<file path="src/sv/avt_pkg.sv">
`timescale 1ns / 1ps
`default_nettype none

package avt_pkg;

  localparam int NUM_COEFFS        = 12;
  localparam int FRAC_BITS_DEFAULT = 16;

  localparam logic [1:0] MODE_AFFINE = 2'd0;
  localparam logic [1:0] MODE_ROT    = 2'd1;
  localparam logic [1:0] MODE_ROT_T  = 2'd2;

  localparam logic REQ_WRITE = 1'b0;
  localparam logic REQ_XFORM = 1'b1;

  typedef logic signed [31:0] word_t;
  typedef logic signed [63:0] prod_w_t;

  typedef struct packed {
    logic        req_type;
    logic [3:0]  coeff_index;
    word_t       coeff_value;
    word_t       in_x;
    word_t       in_y;
    word_t       in_z;
  } in_t;

  typedef struct packed {
    word_t out_x;
    word_t out_y;
    word_t out_z;
    logic  saturated;
  } out_t;

  typedef struct packed {
    word_t x;
    word_t y;
    word_t z;
  } vertex_t;

  // Linear part row-major as lin[r*3+c], translation per row.
  typedef struct packed {
    word_t [8:0] lin;
    word_t [2:0] trans;
  } coef_set_t;

  typedef struct packed {
    prod_w_t [8:0] prod;
    word_t   [2:0] trans;
  } prod_set_t;

endpackage

`default_nettype wire

</file>
<file path="src/sv/avt_coeff_bank.sv">
`timescale 1ns / 1ps
`default_nettype none

module avt_coeff_bank #(
  parameter int FRAC_BITS = avt_pkg::FRAC_BITS_DEFAULT
) (
  input  wire logic                clk,
  input  wire logic                rst_n,
  input  wire logic                wr_en,
  input  wire logic [3:0]          wr_idx,
  input  wire avt_pkg::word_t      wr_val,
  input  wire logic [1:0]          mode,
  output avt_pkg::coef_set_t       coef
);

  localparam avt_pkg::word_t ONE = avt_pkg::word_t'(32'sd1 <<< FRAC_BITS);

  avt_pkg::word_t matrix_r   [avt_pkg::NUM_COEFFS];
  avt_pkg::word_t matrix_nxt [avt_pkg::NUM_COEFFS];

  always_comb begin
    for (int i = 0; i < avt_pkg::NUM_COEFFS; i++) begin
      matrix_nxt[i] = matrix_r[i];
    end
    // Indexes past the last coefficient are dropped.
    if (wr_en && (wr_idx < 4'(avt_pkg::NUM_COEFFS))) begin
      matrix_nxt[wr_idx] = wr_val;
    end
  end

  always_ff @(posedge clk) begin
    if (!rst_n) begin
      for (int i = 0; i < avt_pkg::NUM_COEFFS; i++) begin
        matrix_r[i] <= ((i == 0) || (i == 5) || (i == 10)) ? ONE : '0;
      end
    end else begin
      for (int i = 0; i < avt_pkg::NUM_COEFFS; i++) begin
        matrix_r[i] <= matrix_nxt[i];
      end
    end
  end

  // Any mode other than the two rotation modes acts as affine.
  always_comb begin
    for (int r = 0; r < 3; r++) begin
      for (int c = 0; c < 3; c++) begin
        coef.lin[r*3+c] = (mode == avt_pkg::MODE_ROT_T) ? matrix_r[c*4+r] : matrix_r[r*4+c];
      end
      coef.trans[r] = ((mode == avt_pkg::MODE_ROT) || (mode == avt_pkg::MODE_ROT_T)) ?
                      '0 : matrix_r[r*4+3];
    end
  end

`ifndef SYNTHESIS
  a_reset_identity: assert property (@(posedge clk)
    (rst_n && !$past(rst_n)) |->
      (matrix_r[0] == ONE && matrix_r[5] == ONE && matrix_r[10] == ONE &&
       matrix_r[3] == '0 && matrix_r[1] == '0))
    else $error("coefficient bank did not come out of reset as identity");
`endif

endmodule

`default_nettype wire

</file>
<file path="config.mk">
export PLATFORM = sky130hd
export DESIGN_NAME = avt_coeff_bank
export DESIGN_NICKNAME = d
export VERILOG_FILES = /design/src/sv/avt_pkg.sv /design/src/sv/avt_coeff_bank.sv
export SDC_FILE = /design/constraint.sdc
export NUM_CORES = 1
export LEC_CHECK = 0
export BUFFER_PORTS_ARGS = -buffer_cell sky130_fd_sc_hd__buf_2
export CAP_MARGIN = 15
export CORE_MARGIN = 2
export CORE_UTILIZATION = 53
export CTS_CLUSTER_SIZE = 14
export DETAILED_ROUTE_END_ITERATION = 7
export GPL_TIMING_DRIVEN = 1
export PLACE_DENSITY = 0.85
export SYNTH_ARGS = -nofsm -noshare
export SYNTH_HDL_FRONTEND = slang
export SYNTH_SLANG_ARGS = --single-unit
</file>
<file path="constraint.sdc">
create_clock -name clk -period 2 [get_ports clk]
set_clock_uncertainty 0.1 [all_clocks]
set_input_delay 0.1 -clock clk [delete_from_list [all_inputs] [get_ports clk]]
set_output_delay 0.1 -clock clk [all_outputs]
set_load 0.03 [all_outputs]
</file>
==> results.py <==
metrics = {
    "outcome": {
        "status": "finished, final reports clean",
    },
    "pwr": {
        "p_clk_share_pct": 46.5,
        "fin_total_pwr_mw": 17.0,
        "internal_power_mw": 13.0,
        "cellPowerDensity_mw_per_mm2": 822,
        "p_switching_mw": 3.95,
        "power_frac_comb_pct": 7.4,
        "swShare_pct": 23.3,
        "p_leak_nw": 10.3,
        "seq_power_share_pct": 46.1,
        "ir_drop_uv": 559,
    },
    "final_layout": {
        "largest_register_ffs": 384,
        "regMostFlops": "matrix_r",
        "multiInputGateArea_mm2": 0.00840,
        "seqCellArea_mm2": 0.00769,
        "layout_common_cells": "buf_2, nand2_1, dfxtp_1, mux2i_1, mux2_2",
        "post_route_cells_drive_above_1_share_pct": 35.8,
        "fin_nets": 2050,
        "fin_util_pct": 67.2,
        "stdcell_count": 2432,
        "synthToLayoutAreaGrowth_pct": 24.2,
        "n_fill_cell": 2326,
        "layout.cells.most_common": "buf_2",
        "reg.largest.list": "matrix_r x384",
        "stdcell_area_mm2": 0.0207,
    },
    "grt": {
        "grt_usage_pct": 30.1,
        "met1_usage_pct": 36.0,
        "overflow": 0,
        "grt_pass1_wl_mm": 77.7,
        "antenna_found_initial": 4,
        "met2_usage_pct": 51.8,
        "grt_busiest_layer": "met2",
        "grt_max_degree": 150,
        "grt_util_met3_pct": 5.02,
        "first_global_vias": 13845,
    },
    "min_path": {
        "min_path_type": "in2reg",
        "worstHoldStart": "wr_en",
    },
    "setup_path": {
        "cp_max_fo": 79,
        "critPathLaunch": "rst_n",
        "crit_arrival_ns": 2.08,
        "critPathKind": "in2reg",
        "rr_worst_depth": 2,
        "max_stage_delay_ns": 0.57,
        "rr_startpoint": "matrix_r[1][6]",
        "path_cells": "dlygate4sd3_1 -> buf_8 -> buf_4 -> nand2_1 -> mux2i_1",
        "rrSetupSlack_ns": 1.15,
        "required_ns": 2.33,
        "cp-start-kind": "primary input",
        "end_kind": "flop",
        "slowest_stage": "dlygate4sd3_1",
        "regToRegEndpoint": "matrix_r[1][6]",
        "setup.worst_path.end": "matrix_r[6][3]",
    },
    "floorplanning": {
        "initial_core_util_pct": 54.1,
        "chipWidth_um": 181,
        "fp.dieH_um": 181,
        "rows": 64,
        "dieArea_mm2": 0.0328,
        "ios": 425,
        "core_mm2": 0.0307,
    },
    "clocking": {
        "cts-resized-gates": 0,
        "cts_tree": "built",
        "ctsHoldBuffers": 7,
        "cts_sinks": 384,
        "htree_levels": 2,
        "post_cts_buffers": 0,
        "path_clk_slew_ns": 0.06,
        "clk_latency_ns": 0.52,
        "cts_root_buf": "clkbuf_16",
        "clock_path_buffers": 3,
        "numCtsBuffers": 39,
    },
    "timing": {
        "relSlewSlack_pct": 47.6,
        "maxSlewViolCount": 0,
        "fin_crit_sh_pct": 87.4,
        "fmax_mhz": 572,
        "hold_violations": 0,
        "worst_pin_slew_ns": 0.784,
        "tns_ns": 0,
        "setup_viol": 0,
        "holdWs_ns": 0.0583,
        "setup_ws_ns": 0.251,
        "fin_crit_ns": 1.75,
        "rsz0062_at_grt": "false",
    },
    "placed_design": {
        "place_area_mm2": 0.0192,
        "place_congestion": 0.832,
        "dp_hpwl_mm": 34.3,
        "placedCellCount": 2355,
        "pre_cts_slack_ns": 0.315,
        "port_buffers": 424,
    },
    "routing": {
        "drcViolationCount": 0,
        "initialDrtViolationCount": 872,
        "drt-wirelength-per-cell_um": 20.9,
        "postRouteAntennaNets": 0,
        "vias": 13622,
        "drt-total-wl_mm": 50.9,
        "dr.pass1.iters": 5,
        "routed_via_density": 5.60,
    },
    "synth": {
        "yosys.area.top_type": "dfxtp_1",
        "syn_nets": 1689,
        "syn_area_per_cell_um2": 10.1,
        "yosysWarnings": 0,
        "synth_area_mm2": 0.0166,
        "ys_types": 20,
        "ys_seq_area_share_pct": 46.2,
        "synth_area_leaders": "dfxtp_1, mux2i_1, mux2_2",
        "synth_seq_cells": 384,
        "syn_inst": 1646,
        "synth_top_area_share_pct": 46.2,
    },
    "run": {
        "cap_viol_max_count": 0,
    },
}
## metal layers
metal,vias to the layer above,wire [um]
met2,648,24600
met5,-,28
li1,6201,-
met4,4,2580
met3,171,3380
met1,6598,20300
## how the worst min path moves through the flow
stage,to,slack (ns),depth (start not counted)
final,matrix_r[10][16],0.06,4
after global routing,matrix_r[10][16],0.11,4
after CTS,matrix_r[10][16],0.04,4
after detailed placement,matrix_r[11][8],0.34,2
after global placement,matrix_r[7][24],0.34,2
after floorplan,matrix_r[10][16],0.15,2
## synth_stat cells
| master | count |
|---|---|
| nand2_1 | 416 |
| nor2_1 | 7 |
| dfxtp_1 | 384 |
| and2_1 | 96 |
| mux2i_1 | 383 |
| or3_1 | 2 |
| nor3b_1 | 1 |
| inv_1 | 1 |
| and3b_1 | 1 |
| buf_2 | 43 |
| o21ai_0 | 1 |
| mux2_2 | 192 |
| nand3b_1 | 3 |
| nand2b_1 | 2 |
| buf_1 | 8 |
| nand3_1 | 3 |
| buf_4 | 3 |
| nor2b_1 | 4 |
| ha_1 | 2 |
| clkbuf_1 | 94 |
## power groups by stage
stage | combinational (mW) | sequential, mW | clock, mW
finish | 1.26 | 7.82 | 7.89
floorplan | 0.768 | 8.01 | 0
detailed placement | 1.24 | 7.98 | 0
global placement | 1.22 | 7.98 | 0
global route | 1.32 | 7.82 | 8.24
CTS | 1.26 | 7.82 | 7.92
## area by class of cell
class	instances	area share [%]
Tap cell	396	2.40
Clock buffer	50	5.28
Timing Repair Buffer	468	13.0
Antenna cell	2	0.0242
Multi-Input combinational cell	1113	40.7
Sequential cell	384	37.2
Inverter	1	0.0182
Clock inverter	18	1.42
## critical path: cells and delay by family
family / cells / cell delay [ns]
multiplexers: 1 / 0.33
buffers and inverters: 3 / 1.25
AND/OR/NAND/NOR: 1 / 0.38
## kinds of logic (layout without fill, tap and decap cells)
kind of cell               count (synthesis)  count (layout)  synth area share (%)
adders and majority gates                  2               2                 0.150
buffers and inverters                    149             537                  3.75
AOI/OAI and AO/OA                          1               1                0.0301
DFF                                      384             384                  46.2
and+or+nand+nor                          535             535                  13.8
muxes                                    575             575                  36.1
other                                      0               2                     0
(Power assumes the default switching activity.)
