**src/sv/avt_pkg.sv**
```systemverilog
`timescale 1ns / 1ps
`default_nettype none

package avt_pkg;

  localparam int NUM_COEFFS        = 12;
  localparam int FRAC_BITS_DEFAULT = 16;

  localparam logic [1:0] MODE_AFFINE = 2'd0;
  localparam logic [1:0] MODE_ROT    = 2'd1;
  localparam logic [1:0] MODE_ROT_T  = 2'd2;

  localparam logic REQ_WRITE = 1'b0;
  localparam logic REQ_XFORM = 1'b1;

  typedef logic signed [31:0] word_t;
  typedef logic signed [63:0] prod_w_t;

  typedef struct packed {
    logic        req_type;
    logic [3:0]  coeff_index;
    word_t       coeff_value;
    word_t       in_x;
    word_t       in_y;
    word_t       in_z;
  } in_t;

  typedef struct packed {
    word_t out_x;
    word_t out_y;
    word_t out_z;
    logic  saturated;
  } out_t;

  typedef struct packed {
    word_t x;
    word_t y;
    word_t z;
  } vertex_t;

  // Linear part row-major as lin[r*3+c], translation per row.
  typedef struct packed {
    word_t [8:0] lin;
    word_t [2:0] trans;
  } coef_set_t;

  typedef struct packed {
    prod_w_t [8:0] prod;
    word_t   [2:0] trans;
  } prod_set_t;

endpackage

`default_nettype wire

```
**src/sv/avt_sum_stage.sv**
```systemverilog
`timescale 1ns / 1ps
`default_nettype none

module avt_sum_stage #(
  parameter int FRAC_BITS = avt_pkg::FRAC_BITS_DEFAULT
) (
  input  wire logic                clk,
  input  wire logic                rst_n,
  input  wire logic                up_valid,
  output logic                     up_ready,
  input  wire avt_pkg::prod_set_t  up_prod,
  output logic                     dn_valid,
  input  wire logic                dn_ready,
  output avt_pkg::out_t            dn_data
);

  localparam avt_pkg::prod_w_t HALF = avt_pkg::prod_w_t'(64'sd1 <<< (FRAC_BITS - 1));
  localparam logic signed [65:0] SAT_MAX = 66'sd2147483647;
  localparam logic signed [65:0] SAT_MIN = -66'sd2147483648;
  localparam avt_pkg::word_t W_MAX = 32'sh7fffffff;
  localparam avt_pkg::word_t W_MIN = 32'sh80000000;

  logic                    s3_v_r, s3_v_nxt;
  logic signed [64:0]      a_r [3];
  logic signed [64:0]      b_r [3];
  logic signed [64:0]      a_nxt [3];
  logic signed [64:0]      b_nxt [3];
  avt_pkg::prod_w_t        rnd [9];
  logic                    out_v_r, out_v_nxt;
  avt_pkg::out_t           out_r, out_nxt;
  logic signed [65:0]      total [3];
  avt_pkg::word_t          res [3];
  logic [2:0]              clip;
  logic                    s3_ready, s4_ready;

  always_comb begin
    s4_ready  = !out_v_r || dn_ready;
    s3_ready  = !s3_v_r || s4_ready;
    s3_v_nxt  = s3_ready ? up_valid : s3_v_r;
    out_v_nxt = s4_ready ? s3_v_r : out_v_r;
  end

  // Adding half an LSB and shifting arithmetically rounds half up toward
  // positive infinity for both signs.
  always_comb begin
    for (int k = 0; k < 9; k++) begin
      rnd[k] = ($signed(up_prod.prod[k]) + HALF) >>> FRAC_BITS;
    end
    for (int r = 0; r < 3; r++) begin
      a_nxt[r] = 65'(rnd[r*3]) + 65'(rnd[r*3+1]);
      b_nxt[r] = 65'(rnd[r*3+2]) + 65'($signed(up_prod.trans[r]));
    end
  end

  always_comb begin
    for (int r = 0; r < 3; r++) begin
      total[r] = 66'(a_r[r]) + 66'(b_r[r]);
      if (total[r] > SAT_MAX) begin
        res[r]  = W_MAX;
        clip[r] = 1'b1;
      end else if (total[r] < SAT_MIN) begin
        res[r]  = W_MIN;
        clip[r] = 1'b1;
      end else begin
        res[r]  = total[r][31:0];
        clip[r] = 1'b0;
      end
    end
    out_nxt.out_x     = res[0];
    out_nxt.out_y     = res[1];
    out_nxt.out_z     = res[2];
    out_nxt.saturated = |clip;
  end

  always_ff @(posedge clk) begin
    if (!rst_n) begin
      s3_v_r  <= 1'b0;
      out_v_r <= 1'b0;
    end else begin
      s3_v_r  <= s3_v_nxt;
      out_v_r <= out_v_nxt;
    end
  end

  always_ff @(posedge clk) begin
    if (s3_ready && up_valid) begin
      for (int r = 0; r < 3; r++) begin
        a_r[r] <= a_nxt[r];
        b_r[r] <= b_nxt[r];
      end
    end
    if (s4_ready && s3_v_r) begin
      out_r <= out_nxt;
    end
  end

  assign up_ready = s3_ready;
  assign dn_valid = out_v_r;
  assign dn_data  = out_r;

`ifndef SYNTHESIS
  a_s3_hold: assert property (@(posedge clk) disable iff (!rst_n)
    (s3_v_r && !s4_ready) |=> (s3_v_r && $stable(a_r[0]) && $stable(b_r[2])))
    else $error("partial sum stage dropped a stalled beat");

  a_sat_extreme: assert property (@(posedge clk) disable iff (!rst_n)
    (out_v_r && out_r.saturated) |->
      (out_r.out_x == W_MAX || out_r.out_x == W_MIN ||
       out_r.out_y == W_MAX || out_r.out_y == W_MIN ||
       out_r.out_z == W_MAX || out_r.out_z == W_MIN))
    else $error("saturation flag set without a clipped component");
`endif

endmodule

`default_nettype wire
```
**config.mk**
```make
export PLATFORM = sky130hd
export DESIGN_NAME = avt_sum_stage
export DESIGN_NICKNAME = d
export VERILOG_FILES = /design/src/sv/avt_pkg.sv /design/src/sv/avt_sum_stage.sv
export SDC_FILE = /design/constraint.sdc
export NUM_CORES = 2
export LEC_CHECK = 0
export BUFFER_PORTS_ARGS = -buffer_cell sky130_fd_sc_hd__buf_2
export CORE_ASPECT_RATIO = 0.9
export CORE_MARGIN = 2
export CORE_UTILIZATION = 40
export DETAILED_ROUTE_END_ITERATION = 10
export SLEW_MARGIN = 0
export SYNTH_ARGS = -nofsm -noshare
export SYNTH_HDL_FRONTEND = slang
export SYNTH_SLANG_ARGS = --single-unit
```
**constraint.sdc**
```tcl
create_clock -name clk -period 8.5 [get_ports clk]
set_input_delay 0.425 -clock clk [delete_from_list [all_inputs] [get_ports clk]]
set_output_delay 0.425 -clock clk [all_outputs]
set_load 0.005 [all_outputs]
```
==> summary.md <==
| Metric | Value |
|---|---|
| Outcome | `completed` |
| Total track usage | `0.224` |
| CTS tree | `yes` |
| Total gr overflow | `0` |
| CTS buffer count | `48` |
| Max-slew violation count | `0` |
| Clock Skews | `between 0.02 and 0.025 ns` |
| Fin crit share | `0.766` |
| Area contributors post-synth | `edfxtp_1 (27%), ha_1 (13%), xnor2_1 (12%)` |
| Antenna Nets Post-Route | `0` |
| Synthesis-to-layout area growth | `14.8%` |
| Number of enable flip-flop cells after synthesis | `391` |
| Core Rows | `113` |
| Iteration-0 DRC Markers | `between 2000 and 2500` |
| CTS resizes | `0` |
| Post-CTS Setup Bufs | `0` |
| WL/cell | `18.4 um` |
| Worst R2R Path Depth | `16` |
| Yosys cell types | `between 80 and 90` |
| DR vias | `around 39000` |
| Post-synth ARST share | `0` |
| Clock latency on the worst-skew pair | `0.59 ns` |
| Predominant post-synthesis flop cell | `edfxtp_1` |
| Hold Path Class | `primary input to flip-flop` |
| Post-synthesis cell area | `42700 um2` |
| Final Power | `0.00887 W` |
| Fin nets | `6667` |
| Core box area | `106000 um2` |
| Tmin final | `about 6.5 ns` |
| Crit path kind | `flip-flop to flip-flop` |
| Worst-path fanout max | `18` |
| FMAX | `roughly 150 MHz` |
| CP Data Arrival Time | `6.96 ns` |
| TNS Setup | `0 ns` |
| Final hold vios | `0` |
| Total Wirelength | `between 100 and 150 mm` |
| Clock buffer depth | `3` |
| 1st-pass router iterations | `5` |
| Worst rel slew slack | `0.144` |
| Net Sw Power | `roughly 0.0034 W` |
| Initial antenna violation count | `14` |
| Fin util | `0.464` |
| Cell count after synthesis | `4928` |
| Max-cap violations | `0` |
| Chip Width | `349 um` |
| CTS Root Cell | `clkbuf_16` |
| Number of global-route vias before repair | `37030` |
| RSZ-0062 raised after global routing | `false` |
| I/O pin count | `775` |
| Number of remaining DRC errors | `0` |
| Syn nets | `about 6000` |
| First-pass GRT wire length | `~200 mm` |
| Vias/cell | `between 5 and 6` |
| Measured slew at the worst slew-check pin | `1.28 ns` |
| Startpoint type of the worst setup path | `flip-flop` |
| Die footprint | `roughly 110000 um2` |
| Yosys top cell area share | `0.275` |
| Crit end category | `flip-flop` |
| Routability cong. | `0.912` |
| Final setup violation count | `0` |
| Switching share of power | `0.383` |
| Reg-to-reg slack, setup | `1.99 ns` |
| Largest area contributor in the synthesized netlist | `edfxtp_1` |
| Hold Crit Depth | `2` |
| # port buffers | `around 640` |
| Combinational share of power | `0.466` |
| H-tree Lvls | `2` |
| Share of post-route cells with drive strength above 1 | `0.142` |
| Clock power frac | `0.236` |
| Sequential-to-total area share from yosys stat | `0.276` |
| Pin count of the biggest net entering global routing | `157` |
| Sequential share of power | `0.297` |
| CTS Hold Bufs | `0` |
| Initial Util | `0.404` |
| Die Y | `314 um` |
| Worst Path Required | `roughly 9 ns` |
| Avg Inst Size Synth | `8.67 um2` |
| CTS sink count | `slightly below 400` |
| #FFs+latches synth | `393` |
| Synth warnings | `0` |
| DP HPWL | `107 mm` |
| Pwr dens | `181 nW/um2` |
| Static leakage | `20.7 nW` |
| Int Pwr | `0.00547 W` |
| Clk slew on worst S/H paths | `0.06 ns` |
| Peak VDD IR | `between 0.0001 and 0.00015 V` |
[state kept, by name (all words and copies together) (netlist names)]
signal    count
a_r         147
b_r         147
dn_data      97
dn_valid      1
s3_v_r        1
[synth_stat cells (38+ instances only)]
master and n:
xor2_1 217, edfxtp_1 391, o21a_1 71, o21bai_1 49, nor2_1 375, nand3_1 267
nand4_1 125, a21o_1 313, nor2b_1 63, nand2b_1 51, nand2_1 414, o21ai_0 214
ha_1 444, nor3_1 88, and3_1 130, a211oi_1 47, clkbuf_1 85, a31oi_1 49
inv_1 130, xnor2_1 575, a21oi_1 385, and4_1 38
[layout by cell type, fill, tap and decap left out, types with 48 or more instances in the layout]
cell,n
a21o_1,313
o21a_1,71
ha_1,444
buf_2,639
xnor2_1,575
nand3_1,267
inv_1,130
clkbuf_16,48
and3_1,130
nand2_1,414
edfxtp_1,391
o21bai_1,49
nor2_1,374
nand2b_1,51
nor3_1,88
nor2b_1,62
a21oi_1,385
o21ai_0,214
nand4_1,125
a31oi_1,48
xor2_1,217
[critical path: stages, from the launching register on]
cell	delay (ns)
edfxtp_1	0.37
ha_1	0.26
fa_1	0.44
a211oi_1	0.23
o21ai_0	0.29
o2111ai_1	0.41
nand3_1	0.20
a21oi_1	0.54
a21o_1	0.40
a21oi_1	0.15
a211oi_1	0.27
xor2_1	0.13
or4_1	0.52
nor4b_1	0.89
nand2b_1	0.78
buf_4	0.34
a21o_1	0.14
[logic make-up after synthesis]
| logic type | count (synthesis) | share of synthesized area |
|---|---|---|
| AO/OA/AOI/OAI | 1376 | 0.211 |
| XOR/XNOR | 792 | 0.162 |
| AND/OR/NAND/NOR | 1683 | 0.194 |
| adder cells (fa/ha/maj) | 453 | 0.134 |
| multiplexers | 9 | 0.00214 |
| flip-flops | 393 | 0.276 |
| buffers and inverters | 222 | 0.0203 |
[path summary, 6_finish.rpt]
kind | startpoint | end
max | b_r[0][130] | dn_data[12]
min | rst_n | dn_valid
max reg2reg | b_r[0][130] | dn_data[12]
min reg2reg | s3_v_r | dn_valid
[stage by stage]
step	instance area (um2)	hold slack [ns]	worst slack [ns]	cells
3_3_place_gp	47400	0.501	2.21	6868
4_1_cts	49100	0.0139	2.14	6957
3_5_place_dp	47400	0.515	2.19	6868
2_1_floorplan	42700	0.477	0.567	4928
5_1_grt	49100	0.0401	1.67	6961
6_report	49100	0.0599	1.99	6965
[power groups by stage]
stage / logic [W] / registers (W) / clock network [W]
floorplan: 0.00296 / 0.00267 / 0
detailed placement: 0.00409 / 0.00268 / 0
finish: 0.00414 / 0.00264 / 0.00210
CTS: 0.00412 / 0.00265 / 0.00215
global route: 0.00458 / 0.00266 / 0.00222
global placement: 0.00407 / 0.00268 / 0
[routing by layer]
layer	wire length, um	global-route usage	vias to the layer above
li1	-	-	19569
met1	57400	0.291	18008
met2	59100	0.379	908
met3	8190	0.0450	163
met4	3110	0.0583	14
met5	93	0	-
[layout make-up]
type                    count  area [um2]
well taps                1380        1730
diodes                      8        20.0
flip-flops and latches    393       11800
fillers                 10481       56700
clock inverters            36         392
inverters                 130         488
clock buffers              53        1220
multi-input cells        4313       30100
repair buffers            652        3310
Note: power is estimated with default switching activity, not from simulation.
